## config.mk

```make
export PLATFORM = sky130hd
export DESIGN_NAME = sbrs_ctrl
export DESIGN_NICKNAME = d
export VERILOG_FILES = /design/src/hw/rtl/sbrs_pkg.sv /design/src/hw/rtl/sbrs_ctrl.sv
export SDC_FILE = /design/constraint.sdc
export NUM_CORES = 1
export LEC_CHECK = 0
export ABC_AREA = 1
export BUFFER_PORTS_ARGS = -buffer_cell sky130_fd_sc_hd__buf_2
export CORE_AREA = 2 2 49 51
export CTS_BUF_LIST = sky130_fd_sc_hd__clkbuf_16
export CTS_CLUSTER_SIZE = 16
export DETAILED_ROUTE_END_ITERATION = 16
export DIE_AREA = 0 0 51 53
export PLACE_DENSITY = 0.77
export RECOVER_POWER = 100
export REMOVE_ABC_BUFFERS = 1
export SYNTH_ARGS = -nofsm -noshare
export SYNTH_HDL_FRONTEND = slang
export SYNTH_SLANG_ARGS = --single-unit
```

## constraint.sdc

```tcl
create_clock -name clock -period 1.9 [get_ports clock]
set_input_delay 0.38 -clock clock [delete_from_list [all_inputs] [get_ports clock]]
set_output_delay 0.38 -clock clock [all_outputs]
set_load 0.01 [all_outputs]
```

## src/hw/rtl/sbrs_pkg.sv

```systemverilog
// ----------------------------------------------------------------------------
// sbrs_pkg
// Shared types and constants for the sparse bit vector rank/select engine.
// ----------------------------------------------------------------------------
package sbrs_pkg;

   localparam int VAL_W   = 13;   // width of indexes, counts and positions
   localparam int KIND_W  = 4;
   localparam int STAT_W  = 2;
   localparam int ROW_W   = 64;   // bits per row of the bit store
   localparam int ROW_LW  = 6;    // log2 of ROW_W

   typedef enum logic [KIND_W-1:0] {
      K_CLEAR_ALL = 4'd0,
      K_SET_ALL   = 4'd1,
      K_SET_BIT   = 4'd2,
      K_CLEAR_BIT = 4'd3,
      K_FINALIZE  = 4'd4,
      K_ACCESS    = 4'd5,
      K_RANK1     = 4'd6,
      K_RANK0     = 4'd7,
      K_SELECT1   = 4'd8,
      K_SELECT0   = 4'd9
   } kind_type;

   typedef enum logic [STAT_W-1:0] {
      ST_OK     = 2'd0,
      ST_REJECT = 2'd1,
      ST_RANGE  = 2'd2
   } status_type;

   typedef enum logic [2:0] {
      RS_ZERO  = 3'd0,
      RS_N     = 3'd1,
      RS_HIT   = 3'd2,
      RS_RANK1 = 3'd3,
      RS_RANK0 = 3'd4,
      RS_SEL1  = 3'd5,
      RS_SEL0  = 3'd6
   } rsel_type;

   typedef enum logic [3:0] {
      S_INIT,
      S_IDLE,
      S_FILL,
      S_RMW_RD,
      S_RMW_WR,
      S_FIN_RD,
      S_FIN_BIT,
      S_FIN_END,
      S_SRCH,
      S_SCMP,
      S_HIT,
      S_SEL1,
      S_SEL1D
   } state_type;

   // commands from controller to datapath
   typedef struct packed {
      logic       latch;
      logic       fill_start;
      logic       fill_value;
      logic       fill_step;
      logic       clr_final;
      logic       rmw_rd;
      logic       rmw_wr;
      logic       bit_value;
      logic       fin_start;
      logic       fin_rd;
      logic       fin_bit;
      logic       fin_end;
      logic       srch_start;
      logic       zeros;
      logic       srch_rd;
      logic       srch_cmp;
      logic       last_rd;
      logic       sel1_rd;
      logic       respond;
      rsel_type   rsel;
      status_type rstat;
   } cmd_type;

   // status from datapath to controller
   typedef struct packed {
      logic finalized;
      logic fill_last;
      logic fin_row_end;
      logic fin_last_bit;
      logic srch_done;
      logic idx_oor;
      logic sel1_none;
      logic sel0_none;
   } stat_type;

endpackage

```

## src/hw/rtl/sbrs_ctrl.sv

```systemverilog
// ----------------------------------------------------------------------------
// sbrs_ctrl
// Sequencer for loads, finalize and queries of the rank/select engine.
// ----------------------------------------------------------------------------
module sbrs_ctrl (
   input  logic                     clock,
   input  logic                     reset,
   input  logic                     start,
   output logic                     busy,
   input  logic [sbrs_pkg::KIND_W-1:0] req_kind,
   input  sbrs_pkg::stat_type       stat,
   output sbrs_pkg::cmd_type        cmd
);
   import sbrs_pkg::*;

   state_type state_ff, state_in;
   kind_type  kind_ff, kind_in;

   // state and request kind registers
   always_ff @(posedge clock) begin
      if (reset) begin
         state_ff <= S_INIT;
         kind_ff  <= K_CLEAR_ALL;
      end else begin
         state_ff <= state_in;
         kind_ff  <= kind_in;
      end
   end

   assign busy = (state_ff != S_IDLE);

   // next state and commands
   always_comb begin
      state_in = state_ff;
      kind_in  = kind_ff;
      cmd      = '0;
      cmd.rsel  = RS_ZERO;
      cmd.rstat = ST_OK;
      cmd.bit_value = (kind_ff == K_SET_BIT);
      cmd.zeros     = (kind_ff == K_SELECT0);
      case (state_ff)
         S_INIT: begin
            cmd.fill_step = 1'b1;
            if (stat.fill_last) begin
               state_in = S_IDLE;
            end
         end
         S_IDLE: begin
            if (start) begin
               cmd.latch = 1'b1;
               kind_in   = kind_type'(req_kind);
               case (kind_type'(req_kind))
                  K_CLEAR_ALL: begin
                     cmd.clr_final  = 1'b1;
                     cmd.fill_start = 1'b1;
                     cmd.fill_value = 1'b0;
                     state_in = S_FILL;
                  end
                  K_SET_ALL, K_SET_BIT, K_CLEAR_BIT, K_FINALIZE: begin
                     if (stat.finalized) begin
                        cmd.respond = 1'b1;
                        cmd.rstat   = ST_REJECT;
                     end else if (kind_type'(req_kind) == K_SET_ALL) begin
                        cmd.fill_start = 1'b1;
                        cmd.fill_value = 1'b1;
                        state_in = S_FILL;
                     end else if (kind_type'(req_kind) == K_FINALIZE) begin
                        cmd.fin_start = 1'b1;
                        state_in = S_FIN_RD;
                     end else if (stat.idx_oor) begin
                        cmd.respond = 1'b1;
                        cmd.rstat   = ST_RANGE;
                     end else begin
                        state_in = S_RMW_RD;
                     end
                  end
                  K_ACCESS, K_RANK1, K_RANK0: begin
                     if (!stat.finalized) begin
                        cmd.respond = 1'b1;
                        cmd.rstat   = ST_REJECT;
                     end else if (stat.idx_oor) begin
                        cmd.respond = 1'b1;
                        cmd.rstat   = ST_RANGE;
                     end else begin
                        cmd.srch_start = 1'b1;
                        state_in = S_SRCH;
                     end
                  end
                  K_SELECT1: begin
                     if (!stat.finalized) begin
                        cmd.respond = 1'b1;
                        cmd.rstat   = ST_REJECT;
                     end else if (stat.sel1_none) begin
                        cmd.respond = 1'b1;
                        cmd.rsel    = RS_N;
                     end else begin
                        state_in = S_SEL1;
                     end
                  end
                  K_SELECT0: begin
                     if (!stat.finalized) begin
                        cmd.respond = 1'b1;
                        cmd.rstat   = ST_REJECT;
                     end else if (stat.sel0_none) begin
                        cmd.respond = 1'b1;
                        cmd.rsel    = RS_N;
                     end else begin
                        cmd.srch_start = 1'b1;
                        state_in = S_SRCH;
                     end
                  end
                  default: begin
                     cmd.respond = 1'b1;
                     cmd.rstat   = ST_REJECT;
                  end
               endcase
            end
         end
         S_FILL: begin
            cmd.fill_step = 1'b1;
            if (stat.fill_last) begin
               cmd.respond = 1'b1;
               state_in = S_IDLE;
            end
         end
         S_RMW_RD: begin
            cmd.rmw_rd = 1'b1;
            state_in = S_RMW_WR;
         end
         S_RMW_WR: begin
            cmd.rmw_wr  = 1'b1;
            cmd.respond = 1'b1;
            state_in = S_IDLE;
         end
         S_FIN_RD: begin
            cmd.fin_rd = 1'b1;
            state_in = S_FIN_BIT;
         end
         S_FIN_BIT: begin
            cmd.fin_bit = 1'b1;
            if (stat.fin_last_bit) begin
               state_in = S_FIN_END;
            end else if (stat.fin_row_end) begin
               state_in = S_FIN_RD;
            end
         end
         S_FIN_END: begin
            cmd.fin_end = 1'b1;
            cmd.respond = 1'b1;
            state_in = S_IDLE;
         end
         S_SRCH: begin
            if (!stat.srch_done) begin
               cmd.srch_rd = 1'b1;
               state_in = S_SCMP;
            end else if (kind_ff == K_SELECT0) begin
               cmd.respond = 1'b1;
               cmd.rsel    = RS_SEL0;
               state_in = S_IDLE;
            end else begin
               cmd.last_rd = 1'b1;
               state_in = S_HIT;
            end
         end
         S_SCMP: begin
            cmd.srch_cmp = 1'b1;
            state_in = S_SRCH;
         end
         S_HIT: begin
            cmd.respond = 1'b1;
            case (kind_ff)
               K_ACCESS: cmd.rsel = RS_HIT;
               K_RANK1:  cmd.rsel = RS_RANK1;
               default:  cmd.rsel = RS_RANK0;
            endcase
            state_in = S_IDLE;
         end
         S_SEL1: begin
            cmd.sel1_rd = 1'b1;
            state_in = S_SEL1D;
         end
         S_SEL1D: begin
            cmd.respond = 1'b1;
            cmd.rsel    = RS_SEL1;
            state_in = S_IDLE;
         end
         default: begin
            state_in = S_IDLE;
         end
      endcase
   end

endmodule

```

==> flow_summary.json <==
{
  "status": "finished clean",
  "cts-buffers-inserted": 3,
  "grt_pass1_vias": 1159,
  "fin_skew_ns": 0.0005940,
  "slowest_delay_ns": 0.33,
  "drt-pass1-iter-count": 4,
  "slew_headroom_pct": 80.13,
  "antenna_found_initial": 0,
  "fp.dieH_um": 53,
  "syn_avg_cell_area_um2": 5.582,
  "grt.overflow.total": 0,
  "hold_class": "in -> reg",
  "clk_path_buf_depth": 2,
  "dp_cells": 250,
  "fmax_ghz": 0.5354,
  "synth_sequential_area_ratio_pct": 15.94,
  "die_area_um2": 2703,
  "cts_tree": "yes",
  "arrival_ns": 1.49,
  "io_pins": 40,
  "end_kind": "output port",
  "hold_path_depth": 2,
  "grt_use_met1_pct": 29.11,
  "hold_viol_final": 0,
  "drive_above_1_share_pct": 37.61,
  "regArea_um2": 167.7,
  "wl_per_cell_um": 11.32,
  "critPathLaunchType": "flop",
  "syn_area_um2": 1005,
  "place_ws_ns": 0.07423,
  "multi_input_area_um2": 730.7,
  "r2r-start": "state_ff[0]",
  "routed_wl_mm": 2.876,
  "cp_common_cell": "inv_1",
  "max-cap-violations": 0,
  "root_buffer": "clkbuf_16",
  "track_usage_pct": 23.20,
  "final_cell_mix": "nand2_1, buf_2, inv_1",
  "crit-reg2reg-capture": "state_ff[1]",
  "cp_num_buf_inv": 3,
  "leakagePower_nw": 0.7899,
  "crit_slowest_cell": "dfxtp_2",
  "initial_core_util_pct": 46.77,
  "synth.distinct_cells": 24,
  "numPortBuffers": 39,
  "via_count": 1283,
  "areaGrowthSynthToFinish_pct": 36.99,
  "path_cells": "inv_1, nor2_1, inv_1, nor2_4, nor4_2, nand3_1, buf_2",
  "worstHoldStart": "reset",
  "r2r_slack_ns": 0.44,
  "drc": 0,
  "crit_family": "simple AND/OR/NAND/NOR gates",
  "n_antenna_cell": 0,
  "rsz0062_at_grt": "yes",
  "final_core_util_pct": 64.07,
  "fin_tns_setup_ns": 0,
  "critical_path_class": "reg -> out",
  "power_density_nw_per_um2": 1026,
  "drtAntennaViolNets": 0,
  "gp_congestion": 0.8924,
  "hpwl_mm": 2.255,
  "setup_viol": 0,
  "cts.htree.levels": 1,
  "cts_sinks": 8,
  "grt_pass1_wl_mm": 4.836,
  "period_needed_ns": 1.868,
  "worstRegToRegCells": 11,
  "clk_pin_slew_worst_paths_ns": 0.04,
  "via_per_inst": 5.051,
  "num_rows": 17,
  "cp_max_fo": 4,
  "clock_latency_ns": 0.23,
  "grtUsageMet2_pct": 41.13,
  "nNetsFinal": 243,
  "peakVddDrop_mv": 0.5536,
  "synthCells": 180,
  "fillers": 224,
  "fin_ws_ns": 0.03217,
  "holdPathEnd": "state_ff[3]",
  "grt_max_degree": 9,
  "worstMarginPinSlew_ns": 0.2957,
  "yosysWarningCount": 0,
  "worstPathRequired_ns": 1.52,
  "grt.met3_usage_pct": 1.977,
  "finalPower_mw": 1.413,
  "dieWidth_um": 51,
  "final_max_slew_viol_count": 0,
  "synth-seq-cells": 8,
  "fin_cells": 254,
  "fin_crit_sh_pct": 98.31,
  "fp.coreArea_um2": 2148,
  "grt_most_used_layer": "met2",
  "drtIter0Drc": 41
}
[synthesized netlist by cell type (all sizes together)]
| cell | instances | area share, % |
|---|---|---|
| nand2 | 43 | 18 |
| nor2 | 37 | 19 |
| inv | 32 | 12 |
| nand3 | 22 | 11 |
| a21oi | 10 | 5.0 |
| nor3 | 10 | 5.5 |
| dfxtp | 8 | 16 |
| o21ai | 8 | 4.0 |
| buf | 3 | 3.0 |
| nor4 | 2 | 2.7 |
| a31oi | 1 | 0.62 |
| o21bai | 1 | 1.9 |
| o22ai | 1 | 0.62 |
| o31ai | 1 | 0.75 |
| or2 | 1 | 0.62 |
[through the flow]
step | area (µm²) | hold slack, ns
detailed placement | 1250 | 0.4718
floorplan | 974.7 | 0.4445
global route | 1376 | 0.3565
finish | 1376 | 0.3583
global placement | 1250 | 0.4605
CTS | 1358 | 0.3545
[worst max path at each step]
stage	start	endpoint	slack (ns)	cells after the start
final	state_ff[3]	cmd[5]	0.03	7
after global routing	state_ff[3]	cmd[5]	-0.05	9
after CTS	state_ff[0]	cmd[2]	0.02	9
after detailed placement	req_kind[2]	cmd[5]	0.07	11
after global placement	req_kind[2]	cmd[5]	0.10	11
after floorplan	state_ff[0]	cmd[22]	0.23	7
[cells by family (layout without fill, tap and decap cells)]
group | after synthesis | after routing | synth area share (%)
DFF | 8 | 8 | 15.94
AOI/OAI and AO/OA | 22 | 22 | 12.83
buffers and inverters | 35 | 81 | 14.94
and+or+nand+nor | 115 | 115 | 56.29
[power breakdown]
| part | total, mW | switching [mW] | leakage (nW) | internal [mW] |
|---|---|---|---|---|
| logic | 0.768 | 0.484 | 0.686 | 0.284 |
| registers | 0.294 | 0.0652 | 0.0674 | 0.229 |
| clock network | 0.350 | 0.0794 | 0.0370 | 0.271 |
[area by class of cell]
type,count,share of cell area [%]
timing repair buffer,46,18.00
sequential,8,12.18
clock buffer,3,5.455
tap,28,2.545
inverter,32,8.727
multi-input combinational,137,53.09
[layer usage]
metal  vias to the layer above  wire length (µm)
met3                         8               157
met1                       553              1255
met4                         0                51
met2                        53              1411
li1                        669                 -
met5                         -                 0
[registers in the layout, indices dropped and copies added, names as in the netlist]
name,flops
kind_ff,4
state_ff,4
[repair_timing]
action | 4_1_cts | 5_1_grt
setup buffers | 1 | 0
pin swaps | 1 | 0
cloned | 0 | 0
gates resized for setup | 9 | 8
setup endpoints to repair | 6 | 6
hold buffers | 0 | 0
No activity file was read; power rests on OpenSTA's default activity.
